$ cat config.mk
export PLATFORM = sky130hd
export DESIGN_NAME = kwm_best
export DESIGN_NICKNAME = d
export VERILOG_FILES = /design/src/hdl/kwm_pkg.sv /design/src/hdl/kwm_best.sv
export SDC_FILE = /design/constraint.sdc
export NUM_CORES = 1
export LEC_CHECK = 0
export BUFFER_PORTS_ARGS = -buffer_cell sky130_fd_sc_hd__buf_2
export CORE_MARGIN = 2
export CORE_UTILIZATION = 52
export DETAILED_ROUTE_END_ITERATION = 16
export PLACE_DENSITY = 0.95
export SLEW_MARGIN = 20
export SYNTH_ARGS = -nofsm -noshare
export SYNTH_HDL_FRONTEND = slang
export SYNTH_SLANG_ARGS = --single-unit
$ cat constraint.sdc
create_clock -name i_clk -period 11.4 [get_ports i_clk]
set_clock_uncertainty 0.15 [all_clocks]
set_input_delay 2.28 -clock i_clk [delete_from_list [all_inputs] [get_ports i_clk]]
set_output_delay 2.28 -clock i_clk [all_outputs]
set_load 0.05 [all_outputs]
$ cat src/hdl/kwm_pkg.sv
// kwm_pkg: shared types and codes for the k-way sorted merge engine.
// No dependencies.
package kwm_pkg;

    typedef enum logic [1:0] {
        ACT_APPEND = 2'd0,
        ACT_TAKE   = 2'd1,
        ACT_CLEAR  = 2'd2,
        ACT_NONE   = 2'd3
    } t_action;

    typedef enum logic [2:0] {
        S_IDLE,
        S_APPEND,
        S_SCAN,
        S_LAST,
        S_DONE
    } t_state;

    // control from the sequencer to the head compare unit
    typedef struct packed {
        logic init;   // forget the current best
        logic cand;   // a head word is on the compare input
    } t_best_ctl;

endpackage

$ cat src/hdl/kwm_best.sv
// kwm_best: shared signed comparator that keeps the smallest head seen so far.
// Depends on kwm_pkg.
module kwm_best #(
    parameter int LW = 3
) (
    input  logic                i_clk,
    input  logic                i_rst_n,
    input  kwm_pkg::t_best_ctl  i_ctl,
    input  logic [31:0]         i_data,
    input  logic [LW-1:0]       i_idx,
    output logic                o_found,
    output logic [31:0]         o_value,
    output logic [LW-1:0]       o_idx
);

    logic n_take;

    // strict less-than keeps the lowest list on equal heads
    assign n_take = i_ctl.cand && (!o_found || ($signed(i_data) < $signed(o_value)));

    always_ff @(posedge i_clk) begin
        if (!i_rst_n || i_ctl.init) begin
            o_found <= 1'b0;
        end else if (n_take) begin
            o_found <= 1'b1;
        end
    end

    always_ff @(posedge i_clk) begin
        if (n_take) begin
            o_value <= i_data;
            o_idx   <= i_idx;
        end
    end

endmodule

==> flow_metrics.env <==
export IMPL_outcome="complete, no violations"
export IMPL_drtAntennaViolNets=0
export IMPL_synth_mux_area_frac=0
export IMPL_synthXorXnorAreaFrac=0
export IMPL_use_met1=0.2101
export IMPL_crit_fanout=28
export IMPL_path_class="in2reg"
export IMPL_rsz0062_at_grt="false"
export IMPL_tns_ns=0
export IMPL_gp_congestion=0.7826
export IMPL_clk_path_buf_depth=2
export IMPL_hold_end="o_found"
export IMPL_hold_buffers=0
export IMPL_worst_path_max_delay_cell="a2111oi_4"
export IMPL_fin_crit_ns=4.787
export IMPL_drc=0
export IMPL_min_from="o_found"
export IMPL_routed_wl_mm=3.582
export IMPL_final_core_util=0.6763
export IMPL_p_int_uw=221.2
export IMPL_critPathCaptureType="flop"
export IMPL_syn_instance_count=155
export IMPL_place_area_sq_mm=0.002359
export IMPL_grt_pass1_vias=1335
export IMPL_r2r_worst_path_cells=8
export IMPL_leakagePower_nw=1.207
export IMPL_min_path_type="reg2reg"
export IMPL_placed_cells=278
export IMPL_cts_made_buffers=5
export IMPL_dpl_worst_slack_ns=6.350
export IMPL_drt_pass1_iterations=4
export IMPL_clk_insertion_delay_late_ns=0.28
export IMPL_gr_usage_met3=0.05903
export IMPL_combPwrFrac=0.238
export IMPL_cp_start_kind="input pin"
export IMPL_drt_initial_drc_count=47
export IMPL_power_total_uw=318.7
export IMPL_timing_rr_end="o_value[14]"
export IMPL_layout_commonest_cell="buf_2"
export IMPL_place_hpwl_mm=2.959
export IMPL_hold_viol_final=0
export IMPL_fp_row_count=22
export IMPL_rrSetupSlack_ns=8.30
export IMPL_syn_nets=225
export IMPL_finalNonFillerCells=286
export IMPL_root_buffer="clkbuf_8"
export IMPL_arrival_ns=4.58
export IMPL_required_ns=11.19
export IMPL_area_growth_synth_to_final_pct=27.80
export IMPL_ys_types=25
export IMPL_crit_family="compound AO/OA/AOI/OAI gates"
export IMPL_syn_area_per_cell_sq_um=12.31
export IMPL_top_usage_layer="met2"
export IMPL_cts_tree="built"
export IMPL_r2r_start="o_value[31]"
export IMPL_sequentialPowerShare=0.501
export IMPL_fin_area_sq_mm=0.002439
export IMPL_routedWlPerCell_um=12.52
export IMPL_final_cell_mix="buf_2 (74), edfxtp_1 (35), inv_1 (33), ha_1 (31), a21oi_1 (14)"
export IMPL_htreeDepth=2
export IMPL_die_area_sq_mm=0.004170
export IMPL_core_sq_mm=0.003606
export IMPL_die_y_um=64.58
export IMPL_switching_share=0.3060
export IMPL_holdPathStages=2
export IMPL_cts_setup_buffers=0
export IMPL_power_density_mw_per_mm2=130.7
export IMPL_critPathBufInv=2
export IMPL_synth_fa_ha_area_frac=0.2033
export IMPL_synth_simple_area_share=0.08000
export IMPL_clkPwrFrac=0.261
export IMPL_antenna_found_initial=0
export IMPL_diodes=0
export IMPL_syn_area_sq_mm=0.001908
export IMPL_path_clk_slew_ns=0.06
export IMPL_setup_slack_ns=6.613
export IMPL_grt_usage=0.1776
export IMPL_fin_hold_ws_ns=0.4058
export IMPL_vias=1431
export IMPL_ys_seq_area_frac=0.5613
export IMPL_die_w_um=64.58
export IMPL_path_cells="buf_2, ha_1, nand4_1, nor3_1, a221oi_1, a21boi_0, a2111oi_4, buf_4"
export IMPL_p_sw_uw=97.55
export IMPL_fin_nets=307
export IMPL_slew_violations=0
export IMPL_numClockSinks=36
export IMPL_yosys_warnings=0
export IMPL_synth_compound_area_frac=0.09049
export IMPL_vias_per_cell=5.003
export IMPL_port_buffers=74
export IMPL_setup_viol=0
export IMPL_fmax_ghz=0.2089
export IMPL_max_stage_delay_ns=0.65
export IMPL_grt_use_met2=0.3047
export IMPL_worst_pin_slew_ns=0.6151
export IMPL_maxCapViolations=0
export IMPL_ir_worst_vdd_mv=0.09031
export IMPL_synth_top_family_by_area="adder cells"
export IMPL_relSlewSlack=0.5899
export IMPL_grt_ovfl_total=0
export IMPL_start_util=0.5291
export IMPL_ys_ff_latch=36
export IMPL_grt_pass1_wl_mm=5.664
export IMPL_ios=75
export IMPL_grt_max_degree=29
export IMPL_post_cts_resized=0
export IMPL_drive_gt1_frac=0.3445
export IMPL_fin_crit_sh=0.4199
==> cell usage after synthesis <==
library cell / count / area (sq um)
a2111oi_2: 1 / 15.01
nor3_1: 1 / 5.000
nand2b_1: 1 / 6.260
dfxtp_1: 1 / 20.02
a31o_1: 1 / 8.760
edfxtp_1: 35 / 1051
a22oi_1: 1 / 7.510
o21ai_0: 7 / 35.03
nor3b_1: 1 / 7.510
a221oi_1: 1 / 8.760
and2_1: 1 / 6.260
a21boi_0: 1 / 7.510
and4_1: 2 / 17.52
nand4_1: 4 / 25.02
nand2b_4: 1 / 13.76
o2bb2ai_1: 1 / 8.760
ha_1: 31 / 387.9
a21oi_1: 14 / 70.07
nor2_1: 4 / 15.01
inv_1: 33 / 123.9
nand2_1: 9 / 33.78
or4_1: 1 / 7.510
a2111o_1: 1 / 11.26
and4b_1: 1 / 10.01
nand3_1: 1 / 5.000
==> flip-flops by register name (all words and copies together) (netlist names) <==
| signal | cells |
|---|---|
| o_idx | 3 |
| o_found | 1 |
| o_value | 32 |
==> power groups by stage <==
| stage | Combinational [mW] | Sequential, mW | Clock [mW] |
|---|---|---|---|
| after floorplan | 0.0239 | 0.192 | 0 |
| after global placement | 0.0737 | 0.162 | 0 |
| after detailed placement | 0.0763 | 0.162 | 0 |
| after CTS | 0.0765 | 0.160 | 0.0857 |
| after global routing | 0.0827 | 0.160 | 0.0918 |
| final | 0.0757 | 0.160 | 0.0833 |
==> worst max-delay path by stage <==
stage,to,slack [ns],depth (start not counted),from
6_report,o_value[14],6.61,8,i_data[31]
5_1_grt,o_value[1],6.51,8,i_data[31]
4_1_cts,o_value[0],6.64,8,i_data[31]
3_5_place_dp,o_value[6],6.35,8,i_data[27]
3_3_place_gp,o_value[1],6.42,8,i_data[30]
2_1_floorplan,o_idx[0],5.27,6,i_data[30]
==> routing by layer <==
layer,part of all wire,vias to the layer above
met5,0,-
met4,0.013,0
met3,0.066,6
met2,0.51,53
met1,0.41,649
li1,-,723
==> cell families after synthesis <==
group | after synthesis
buffers and inverters | 33
adder cells (fa/ha/maj) | 31
AO/OA/AOI/OAI | 28
AND/OR/NAND/NOR | 27
flip-flops | 36
==> area by class of cell <==
| class | instances | area (sq um) |
|---|---|---|
| tap | 48 | 60.06 |
| fill | 303 | 1167 |
| timing repair buffer | 75 | 377.9 |
| clock inverter | 1 | 3.754 |
| clock buffer | 7 | 76.32 |
| sequential | 36 | 1071 |
| inverter | 33 | 123.9 |
| multi-input combinational | 86 | 725.7 |
==> tightest hold or removal path: cells and delay by family (launching register included) <==
kind / cells / cell delay (ns)
AND/OR/NAND/NOR: 2 / 0.17
flip-flops: 1 / 0.34
(Power assumes the default switching activity.)
